$ cat src/prr_pkg.sv
// Shared types and constants of the packet reorder receiver.
// No dependencies; every other file imports this package.
`timescale 1ns / 1ps

package prr_pkg;

  localparam int SEQ_W      = 32;
  localparam int LEN_W      = 12;
  localparam int HANDLE_W   = 16;
  localparam int SLOT_OUT_W = 4;
  localparam int CFG_IDX_W  = 1;

  typedef enum logic [1:0] {
    KIND_DELIVER = 2'd0,
    KIND_STORE   = 2'd1,
    KIND_DRAIN   = 2'd2,
    KIND_ACK     = 2'd3
  } kind_t;

  typedef enum logic [CFG_IDX_W-1:0] {
    REG_MAGIC     = 1'b0,
    REG_FIRST_SEQ = 1'b1
  } cfg_reg_t;

  typedef struct packed {
    logic [SEQ_W-1:0]    magic;
    logic [SEQ_W-1:0]    seq_number;
    logic [LEN_W-1:0]    payload_length;
    logic                end_of_file;
    logic [HANDLE_W-1:0] payload_handle;
  } in_item_t;

  typedef struct packed {
    kind_t                 kind;
    logic [SLOT_OUT_W-1:0] slot;
    logic [HANDLE_W-1:0]   out_handle;
    logic [LEN_W-1:0]      out_length;
    logic [SEQ_W-1:0]      ack_number;
    logic                  ack_eof;
    logic                  last;
  } out_item_t;

  // controller -> datapath
  typedef struct packed {
    logic  capture;
    logic  classify;
    logic  emit;
    kind_t emit_kind;
  } ctrl_cmd_t;

  // datapath -> controller
  typedef struct packed {
    logic mod_busy;
    logic drop;
    logic in_order;
    logic in_win;
    logic slot_full;
    logic drain_ok;
    logic out_free;
  } dp_status_t;

endpackage

$ cat src/packet_reorder_receiver_unit.sv
// Top level of the packet reorder receiver.
// Depends on prr_pkg, prr_ctrl and prr_datapath.
`timescale 1ns / 1ps

// Receive-side reorder buffer: one packet descriptor per input item, zero or
// more result items out (deliver, store, drained slot, then a cumulative ack
// flagged last). Items are handled one at a time by a controller stepping a
// shared datapath. A dropped packet (wrong magic, or after an eof ack) emits
// nothing; an out-of-window or refused packet an ack; a stored packet a store
// and an ack; an in-order packet a deliver, a peek and drain per drained slot,
// then an ack, the drain reading the slot memory through its single registered
// read port. A stalled output holds the emitting state. Writing first_sequence
// starts a remainder computation of the slot pointer, during which no item is taken.

module packet_reorder_receiver_unit #(
  parameter int WINDOW      = 16,
  parameter int MAX_PAYLOAD = 2048
) (
  input  logic                          clk,
  input  logic                          rst,
  input  logic                          in_valid,
  output logic                          in_ready,
  input  prr_pkg::in_item_t             in_item,
  output logic                          out_valid,
  input  logic                          out_ready,
  output prr_pkg::out_item_t            out_item,
  input  logic                          cfg_we,
  input  logic [prr_pkg::CFG_IDX_W-1:0] cfg_index,
  input  logic [prr_pkg::SEQ_W-1:0]     cfg_data
);
  import prr_pkg::*;

  ctrl_cmd_t  cmd;
  dp_status_t status;

  prr_ctrl u_ctrl (
    .clk      (clk),
    .rst      (rst),
    .in_valid (in_valid),
    .in_ready (in_ready),
    .status   (status),
    .cmd      (cmd)
  );

  prr_datapath #(
    .WINDOW      (WINDOW),
    .MAX_PAYLOAD (MAX_PAYLOAD)
  ) u_datapath (
    .clk       (clk),
    .rst       (rst),
    .cmd       (cmd),
    .status    (status),
    .in_item   (in_item),
    .cfg_we    (cfg_we),
    .cfg_index (cfg_index),
    .cfg_data  (cfg_data),
    .out_valid (out_valid),
    .out_ready (out_ready),
    .out_item  (out_item)
  );

endmodule

$ cat src/prr_datapath.sv
// Datapath of the packet reorder receiver: config registers, sequence
// tracking, window slot memory, slot index remainder unit, output register.
// Depends on prr_pkg.
`timescale 1ns / 1ps

module prr_datapath #(
  parameter int WINDOW      = 16,
  parameter int MAX_PAYLOAD = 2048
) (
  input  logic                                 clk,
  input  logic                                 rst,
  input  prr_pkg::ctrl_cmd_t                   cmd,
  output prr_pkg::dp_status_t                  status,
  input  prr_pkg::in_item_t                    in_item,
  input  logic                                 cfg_we,
  input  logic [prr_pkg::CFG_IDX_W-1:0]        cfg_index,
  input  logic [prr_pkg::SEQ_W-1:0]            cfg_data,
  output logic                                 out_valid,
  input  logic                                 out_ready,
  output prr_pkg::out_item_t                   out_item
);
  import prr_pkg::*;

  localparam int SLOT_W = $clog2(WINDOW);
  localparam int MEM_W  = HANDLE_W + LEN_W;
  localparam int MAXP_W = 17;
  localparam logic [MAXP_W-1:0] MAX_P = MAXP_W'(MAX_PAYLOAD);
  localparam logic [SLOT_W:0]   WIN_X = (SLOT_W + 1)'(WINDOW);
  localparam logic [SLOT_W-1:0] LAST_SLOT = SLOT_W'(WINDOW - 1);

  // remainder unit: per-bit residue sum, then a reciprocal multiply for the
  // quotient of that sum; the sum stays below SEQ_W * WINDOW
  localparam int QUO_W  = $clog2(SEQ_W);
  localparam int ACC_W  = SLOT_W + QUO_W;
  localparam int RCP_SH = ACC_W + SLOT_W;
  localparam logic [RCP_SH-1:0] RCP_M = RCP_SH'((2 ** RCP_SH + WINDOW - 1) / WINDOW);
  localparam logic [ACC_W-1:0]  WIN_A = ACC_W'(WINDOW);
  localparam int MCNT_W = 2;

  logic [SEQ_W-1:0]  magic_reg;
  logic [SEQ_W-1:0]  exp_seq;
  logic [SLOT_W-1:0] exp_slot;
  logic [SLOT_W-1:0] st_slot;
  logic [SLOT_W-1:0] visited;
  logic              done;
  logic [WINDOW-1:0] slot_valid;
  in_item_t          item;
  in_item_t          item_next;
  logic              drop, in_order, in_win;

  logic [MEM_W-1:0]  mem [WINDOW];
  logic [MEM_W-1:0]  mem_rd;

  logic [ACC_W-1:0]  mod_acc;
  logic [QUO_W-1:0]  mod_quo;
  logic [MCNT_W-1:0] mod_cnt;

  logic [SEQ_W-1:0]  seq_dist;
  logic [SLOT_W:0]   slot_sum;
  logic [SLOT_W:0]   slot_red;
  logic [MAXP_W-1:0] len_ext;
  logic [LEN_W-1:0]  len_sat;
  logic [SLOT_W-1:0] exp_slot_inc;
  logic [ACC_W+RCP_SH-1:0] mod_prod;
  logic [ACC_W-1:0]  mod_qw;
  logic [ACC_W-1:0]  mod_diff;
  logic              store_wr;
  out_item_t         out_next;
  logic [SLOT_W+SLOT_OUT_W-1:0] st_slot_ext, exp_slot_ext;

  function automatic logic [ACC_W-1:0] residue_sum(logic [SEQ_W-1:0] v);
    logic [ACC_W-1:0] acc;
    int               wt;
    acc = '0;
    wt  = 1;
    for (int i = 0; i < SEQ_W; i++) begin
      if (v[i]) begin
        acc = acc + ACC_W'(wt);
      end
      // wt tracks 2**i mod WINDOW
      wt = (2 * wt >= WINDOW) ? 2 * wt - WINDOW : 2 * wt;
    end
    return acc;
  endfunction

  // window distance and target slot: (exp_slot + seq_dist) mod WINDOW, seq_dist < WINDOW
  assign seq_dist = item.seq_number - exp_seq;
  assign slot_sum = {1'b0, exp_slot} + {1'b0, seq_dist[SLOT_W-1:0]};
  assign slot_red = (slot_sum >= WIN_X) ? slot_sum - WIN_X : slot_sum;

  assign len_ext = MAXP_W'(in_item.payload_length);
  assign len_sat = (len_ext > MAX_P) ? MAX_P[LEN_W-1:0] : in_item.payload_length;

  always_comb begin
    item_next = in_item;
    item_next.payload_length = len_sat;
  end

  assign exp_slot_inc = (exp_slot == LAST_SLOT) ? '0 : exp_slot + SLOT_W'(1);

  assign mod_prod = {RCP_SH'(0), mod_acc} * {ACC_W'(0), RCP_M};
  assign mod_qw   = ACC_W'(mod_quo) * WIN_A;
  assign mod_diff = mod_acc - mod_qw;

  assign store_wr = cmd.emit && (cmd.emit_kind == KIND_STORE) && (item.payload_length != '0);

  assign st_slot_ext  = {SLOT_OUT_W'(0), st_slot};
  assign exp_slot_ext = {SLOT_OUT_W'(0), exp_slot};

  always_comb begin
    out_next = '0;
    out_next.kind = cmd.emit_kind;
    case (cmd.emit_kind)
      KIND_DELIVER: begin
        out_next.out_handle = item.payload_handle;
        out_next.out_length = item.payload_length;
      end
      KIND_STORE: begin
        out_next.slot       = st_slot_ext[SLOT_OUT_W-1:0];
        out_next.out_handle = item.payload_handle;
        out_next.out_length = item.payload_length;
      end
      KIND_DRAIN: begin
        out_next.slot       = exp_slot_ext[SLOT_OUT_W-1:0];
        out_next.out_handle = mem_rd[MEM_W-1:LEN_W];
        out_next.out_length = mem_rd[LEN_W-1:0];
      end
      default: begin
        out_next.ack_number = exp_seq;
        out_next.ack_eof    = item.end_of_file;
        out_next.last       = 1'b1;
      end
    endcase
  end

  always_comb begin
    status           = '0;
    status.mod_busy  = (mod_cnt != '0);
    status.drop      = drop;
    status.in_order  = in_order;
    status.in_win    = in_win;
    status.slot_full = slot_valid[st_slot];
    status.drain_ok  = slot_valid[exp_slot] && (visited != LAST_SLOT);
    status.out_free  = !out_valid || out_ready;
  end

  // item capture and classification
  always_ff @(posedge clk) begin
    if (cmd.capture) begin
      item <= item_next;
    end
    if (cmd.classify) begin
      drop     <= done || (item.magic != magic_reg);
      in_order <= (seq_dist == '0);
      in_win   <= (seq_dist < SEQ_W'(WINDOW));
      st_slot  <= slot_red[SLOT_W-1:0];
    end
  end

  // slot memory; read port follows the drain pointer
  always_ff @(posedge clk) begin
    if (store_wr) begin
      mem[st_slot] <= {item.payload_handle, item.payload_length};
    end
    mem_rd <= mem[exp_slot];
  end

  always_ff @(posedge clk) begin
    if (rst) begin
      magic_reg  <= '0;
      exp_seq    <= SEQ_W'(1);
      exp_slot   <= SLOT_W'(1);
      done       <= 1'b0;
      slot_valid <= '0;
      visited    <= '0;
      mod_acc    <= '0;
      mod_quo    <= '0;
      mod_cnt    <= '0;
    end else begin
      if (cmd.emit) begin
        case (cmd.emit_kind)
          KIND_DELIVER: begin
            exp_seq  <= exp_seq + SEQ_W'(1);
            exp_slot <= exp_slot_inc;
            visited  <= '0;
          end
          KIND_STORE: begin
            if (store_wr) begin
              slot_valid[st_slot] <= 1'b1;
            end
          end
          KIND_DRAIN: begin
            slot_valid[exp_slot] <= 1'b0;
            exp_seq  <= exp_seq + SEQ_W'(1);
            exp_slot <= exp_slot_inc;
            visited  <= visited + SLOT_W'(1);
          end
          default: begin
            if (item.end_of_file) begin
              done <= 1'b1;
            end
          end
        endcase
      end
      if (mod_cnt != '0) begin
        mod_cnt <= mod_cnt - MCNT_W'(1);
        if (mod_cnt == MCNT_W'(2)) begin
          mod_quo <= mod_prod[RCP_SH +: QUO_W];
        end else begin
          exp_slot <= mod_diff[SLOT_W-1:0];
        end
      end
      if (cfg_we) begin
        unique case (cfg_reg_t'(cfg_index))
          REG_MAGIC: begin
            magic_reg <= cfg_data;
          end
          REG_FIRST_SEQ: begin
            exp_seq <= cfg_data;
            mod_acc <= residue_sum(cfg_data);
            mod_cnt <= MCNT_W'(2);
          end
        endcase
      end
    end
  end

  always_ff @(posedge clk) begin
    if (rst) begin
      out_valid <= 1'b0;
    end else if (cmd.emit) begin
      out_valid <= 1'b1;
    end else if (out_ready) begin
      out_valid <= 1'b0;
    end
  end

  always_ff @(posedge clk) begin
    if (cmd.emit) begin
      out_item <= out_next;
    end
  end

endmodule

$ cat src/prr_ctrl.sv
// Controller of the packet reorder receiver: sequences classify, deliver,
// store, drain and ack for one packet at a time. Depends on prr_pkg.
`timescale 1ns / 1ps

module prr_ctrl (
  input  logic                clk,
  input  logic                rst,
  input  logic                in_valid,
  output logic                in_ready,
  input  prr_pkg::dp_status_t status,
  output prr_pkg::ctrl_cmd_t  cmd
);
  import prr_pkg::*;

  typedef enum logic [7:0] {
    S_IDLE    = 8'b0000_0001,
    S_CLASS   = 8'b0000_0010,
    S_DECIDE  = 8'b0000_0100,
    S_DELIVER = 8'b0000_1000,
    S_STORE   = 8'b0001_0000,
    S_PEEK    = 8'b0010_0000,
    S_DRAIN   = 8'b0100_0000,
    S_ACK     = 8'b1000_0000
  } state_t;

  state_t state, state_next;

  always_comb begin
    state_next  = state;
    cmd         = '0;
    in_ready    = (state == S_IDLE) && !status.mod_busy;
    cmd.capture = in_valid && in_ready;
    unique case (state)
      S_IDLE: begin
        if (cmd.capture) begin
          state_next = S_CLASS;
        end
      end
      S_CLASS: begin
        cmd.classify = 1'b1;
        state_next   = S_DECIDE;
      end
      S_DECIDE: begin
        if (status.drop) begin
          state_next = S_IDLE;
        end else if (status.in_order) begin
          state_next = S_DELIVER;
        end else if (status.in_win && !status.slot_full) begin
          state_next = S_STORE;
        end else begin
          state_next = S_ACK;
        end
      end
      S_DELIVER: begin
        cmd.emit_kind = KIND_DELIVER;
        if (status.out_free) begin
          cmd.emit   = 1'b1;
          state_next = S_PEEK;
        end
      end
      S_STORE: begin
        cmd.emit_kind = KIND_STORE;
        if (status.out_free) begin
          cmd.emit   = 1'b1;
          state_next = S_ACK;
        end
      end
      // slot memory read of the next slot is in flight here
      S_PEEK: begin
        state_next = status.drain_ok ? S_DRAIN : S_ACK;
      end
      S_DRAIN: begin
        cmd.emit_kind = KIND_DRAIN;
        if (status.out_free) begin
          cmd.emit   = 1'b1;
          state_next = S_PEEK;
        end
      end
      S_ACK: begin
        cmd.emit_kind = KIND_ACK;
        if (status.out_free) begin
          cmd.emit   = 1'b1;
          state_next = S_IDLE;
        end
      end
      default: begin
        state_next = S_IDLE;
      end
    endcase
  end

  always_ff @(posedge clk) begin
    if (rst) begin
      state <= S_IDLE;
    end else begin
      state <= state_next;
    end
  end

endmodule

$ cat config.mk
export PLATFORM = sky130hd
export DESIGN_NAME = packet_reorder_receiver_unit
export DESIGN_NICKNAME = d
export VERILOG_FILES = /design/src/prr_pkg.sv /design/src/packet_reorder_receiver_unit.sv /design/src/prr_datapath.sv /design/src/prr_ctrl.sv
export SDC_FILE = /design/constraint.sdc
export NUM_CORES = 1
export LEC_CHECK = 0
export BUFFER_PORTS_ARGS = -buffer_cell sky130_fd_sc_hd__buf_4
export CAP_MARGIN = 20
export CORE_ASPECT_RATIO = 0.5
export CORE_MARGIN = 2
export CORE_UTILIZATION = 35
export CTS_CLUSTER_DIAMETER = 120
export CTS_CLUSTER_SIZE = 12
export DETAILED_ROUTE_END_ITERATION = 8
export SLEW_MARGIN = 20
export SYNTH_ARGS = -nofsm -noshare
export SYNTH_HDL_FRONTEND = slang
export SYNTH_HIERARCHICAL = 1
export SYNTH_SLANG_ARGS = --single-unit
$ cat constraint.sdc
create_clock -name clk -period 10.4 [get_ports clk]
set_input_delay 2.6 -clock clk [delete_from_list [all_inputs] [get_ports clk]]
set_output_delay 2.6 -clock clk [all_outputs]
set_load 0.005 [all_outputs]
==> run summary <==
Die height - 214 um
Initial antenna violation count - 0
Critical path required time - 10700 ps
Worst relative slew slack - 0.264
Die area - 90700 um^2
Core Area - 86700 um^2
Tmin final - 6150 ps
DRT iter0 DRCs - 1189
CTS Root Cell - clkbuf_16
Most frequent CP cell - buf_4
FP Rows - 76
Top FF cell, synth - edfxtp_1
CTS Hold Bufs - 0
Num CTS Buffers - 72
Worst setup SP type - input port
R2R Setup Slk - 5200 ps
Crit Path Max Fanout - 58
Drt via density - 5.16
Place WS - 3530 ps
Buf+Inv Stages, Crit Path - 3
Final RePlAce weighted congestion - 0.852
Critical Path Sink Type - register
DP Cell Count - 3265
Initial Util - 0.356
Status - finished, final reports clean
Share of cells above drive strength 1 - 0.232
Syn_area_per_cell - 15.7 um^2
Final wirelength - 73200 um
Worst setup margin - 4250 ps
First-pass GRT wire length - 111000 um
WL/cell - 21.5 um
Final Setup Violations - 0
Achievable clock frequency - 163 MHz
RSZ-0062 raised after global routing - false
Number of synthesized flops with an enable pin - 616
Final hold vios - 0
Worst EP arrival - 6450 ps
ANT cells - 0
VDD IR max - 0.111 mV
Hold crit path type - reg -> reg
Post-synth top area share - 0.599
Distinct cells, synth - 74
Yosys reg bits - 748
Commonest non-fill, non-tap cell in the layout - edfxtp_1
Number of flip-flops in the largest register - 448
DRC - 0
Area growth from synthesis to layout - 16.4%
Hpwl dp - 45500 um
Crit-path cells - buf_4 -> nand2b_1 -> nor2b_4 -> buf_4 -> nand2_1 -> a31oi_1 -> nor2b_1 -> nand2b_1 -> nor2_2 -> buf_4
CP peak stage delay - 760 ps
Synth area leaders - edfxtp_1 60%, mux4_2 11%, dfxtp_1 8.6%, ha_1 1.8%, nand2_1 1.7%
TritonCTS clock tree - built
Async set-reset flop share out of synthesis - 0
Largest net degree at the start of global routing - 99
Final ANT Viol Nets - 0
Clock slew seen by the registers of the worst setup and hold paths - 60 ps
Vias in the first global route - 17500
Drt pass-1 iters - 6
Clock latency on the worst-skew pair - 640 ps
Total power - 7.22 mW
Most frequent cells in the layout - 616 x edfxtp_1, 235 x buf_4, 150 x mux4_2
Total track usage - 0.160
Max-slew violation count - 0
Max Cap Violations - 0
Port bufs - 200
Sequential area share after synthesis - 0.685
Biggest regs - u_datapath/mem: 448 flops, u_datapath/item: 93 flops, u_datapath/out_item: 68 flops
Synth area leader - edfxtp_1
Non-Filler Instances - 3397
Number of post-CTS setup repair buffers - 0
Actual slew at the worst max-slew pin - 1100 ps
Period utilisation layout - 0.591
Mapped Nets - 2147
Cells after Synth - 1970
Die W - 424 um
Clock sink count - 748
Delay-heaviest family, CP - simple AND/OR/NAND/NOR gates
Power per cell area - 201 nW/um^2
Worst clock skew - 41.7 ps
GRT Residual Overflow - 0
Cell Area, Synth - 30900 um^2
Boundary Pins - 201
Nets - 2346
Crit-path slowest cell - nor2_2
Max H-tree Level - 3
Yosys warnings - 6
Routed vias - 17500
Post_cts resized - 0
Leakage - 12.0 nW
Register name with the most flops - u_datapath/mem
Setup CP Type - in -> reg
Max Root-Sink Buffers - 3
Setup TNS Final - 0 ps
## layer usage
layer  GRT usage  up-vias  routed length [um]
met2       0.265      478               35900
li1            -     8018                   -
met1       0.219     8941               32100
met4      0.0413        0                1500
met3      0.0274       90                3630
met5           0        -                   0
## where the power goes
| group | total, mW | internal, mW | leakage [nW] | switching (mW) |
|---|---|---|---|---|
| sequential | 3.73 | 3.52 | 6.64 | 0.203 |
| combinational | 0.992 | 0.416 | 4.28 | 0.576 |
| clock | 2.51 | 1.37 | 1.04 | 1.14 |
| total | 7.22 | 5.31 | 12.0 | 1.92 |
## metrics by stage
| stage | utilization | area, um^2 | hold slack (ps) |
|---|---|---|---|
| 3_3_place_gp | 0.389 | 33700 | 449 |
| 2_1_floorplan | - | 30900 | 436 |
| 5_1_grt | 0.414 | 35900 | 482 |
| 6_report | 0.414 | 35900 | 465 |
| 4_1_cts | 0.414 | 35900 | 468 |
| 3_5_place_dp | 0.389 | 33700 | 457 |
## synth_stat cells, drive strengths merged, types with 5 or more instances
cell,number
a2111oi,5
a211oi,34
a21o,14
a21oi,89
a22oi,46
a31oi,12
and2,35
and3,6
buf,35
clkbuf,75
dfxtp,132
edfxtp,616
ha,44
inv,57
mux4,150
nand2,141
nand2b,7
nand3,20
nand4,19
nor2,141
nor2b,27
nor3,28
nor3b,6
nor4,21
o211ai,8
o21a,9
o21ai,31
o21bai,5
or2,6
or3,6
or4,5
xnor2,44
xor2,40
## path summary, 6_finish.rpt
check                              from  cells past startpoint                    end
setup / recovery              out_ready                     10  u_datapath/mem[1][26]
setup reg to reg        u_ctrl/state[3]                     11  u_datapath/mem[1][26]
hold / removal    u_datapath/mod_acc[0]                      2  u_datapath/mod_acc[0]
hold reg to reg   u_datapath/mod_acc[0]                      2  u_datapath/mod_acc[0]
## cell families after synthesis
kind of cell | count (synthesis) | share of synthesized area
flip-flops | 748 | 0.685
multiplexers | 152 | 0.110
AND/OR/NAND/NOR | 479 | 0.0757
AO/OA/AOI/OAI | 293 | 0.0637
adder cells (fa/ha/maj) | 46 | 0.0191
buffers and inverters | 168 | 0.0223
XOR/XNOR | 84 | 0.0238
## worst reg2reg max path: stages (launching register included)
cell      delay [ps]
dfxtp_1          620
or3b_1           390
o21ai_1          100
a21boi_0         190
nor2b_4          540
buf_4            740
nand2_1          130
a31oi_1          350
nor2b_1          350
nand2b_1         230
nor2_2           760
buf_4            460
## final cells by class
cell class              count  area (um^2)
fillers                  7831        50800
flip-flops and latches    748        21100
multi-input cells        1054         9100
clock buffers             124         2020
repair buffers            235         1760
well taps                1170         1460
inverters                  58          218
clock inverters             8          193
No activity file was read; power rests on OpenSTA's default activity.
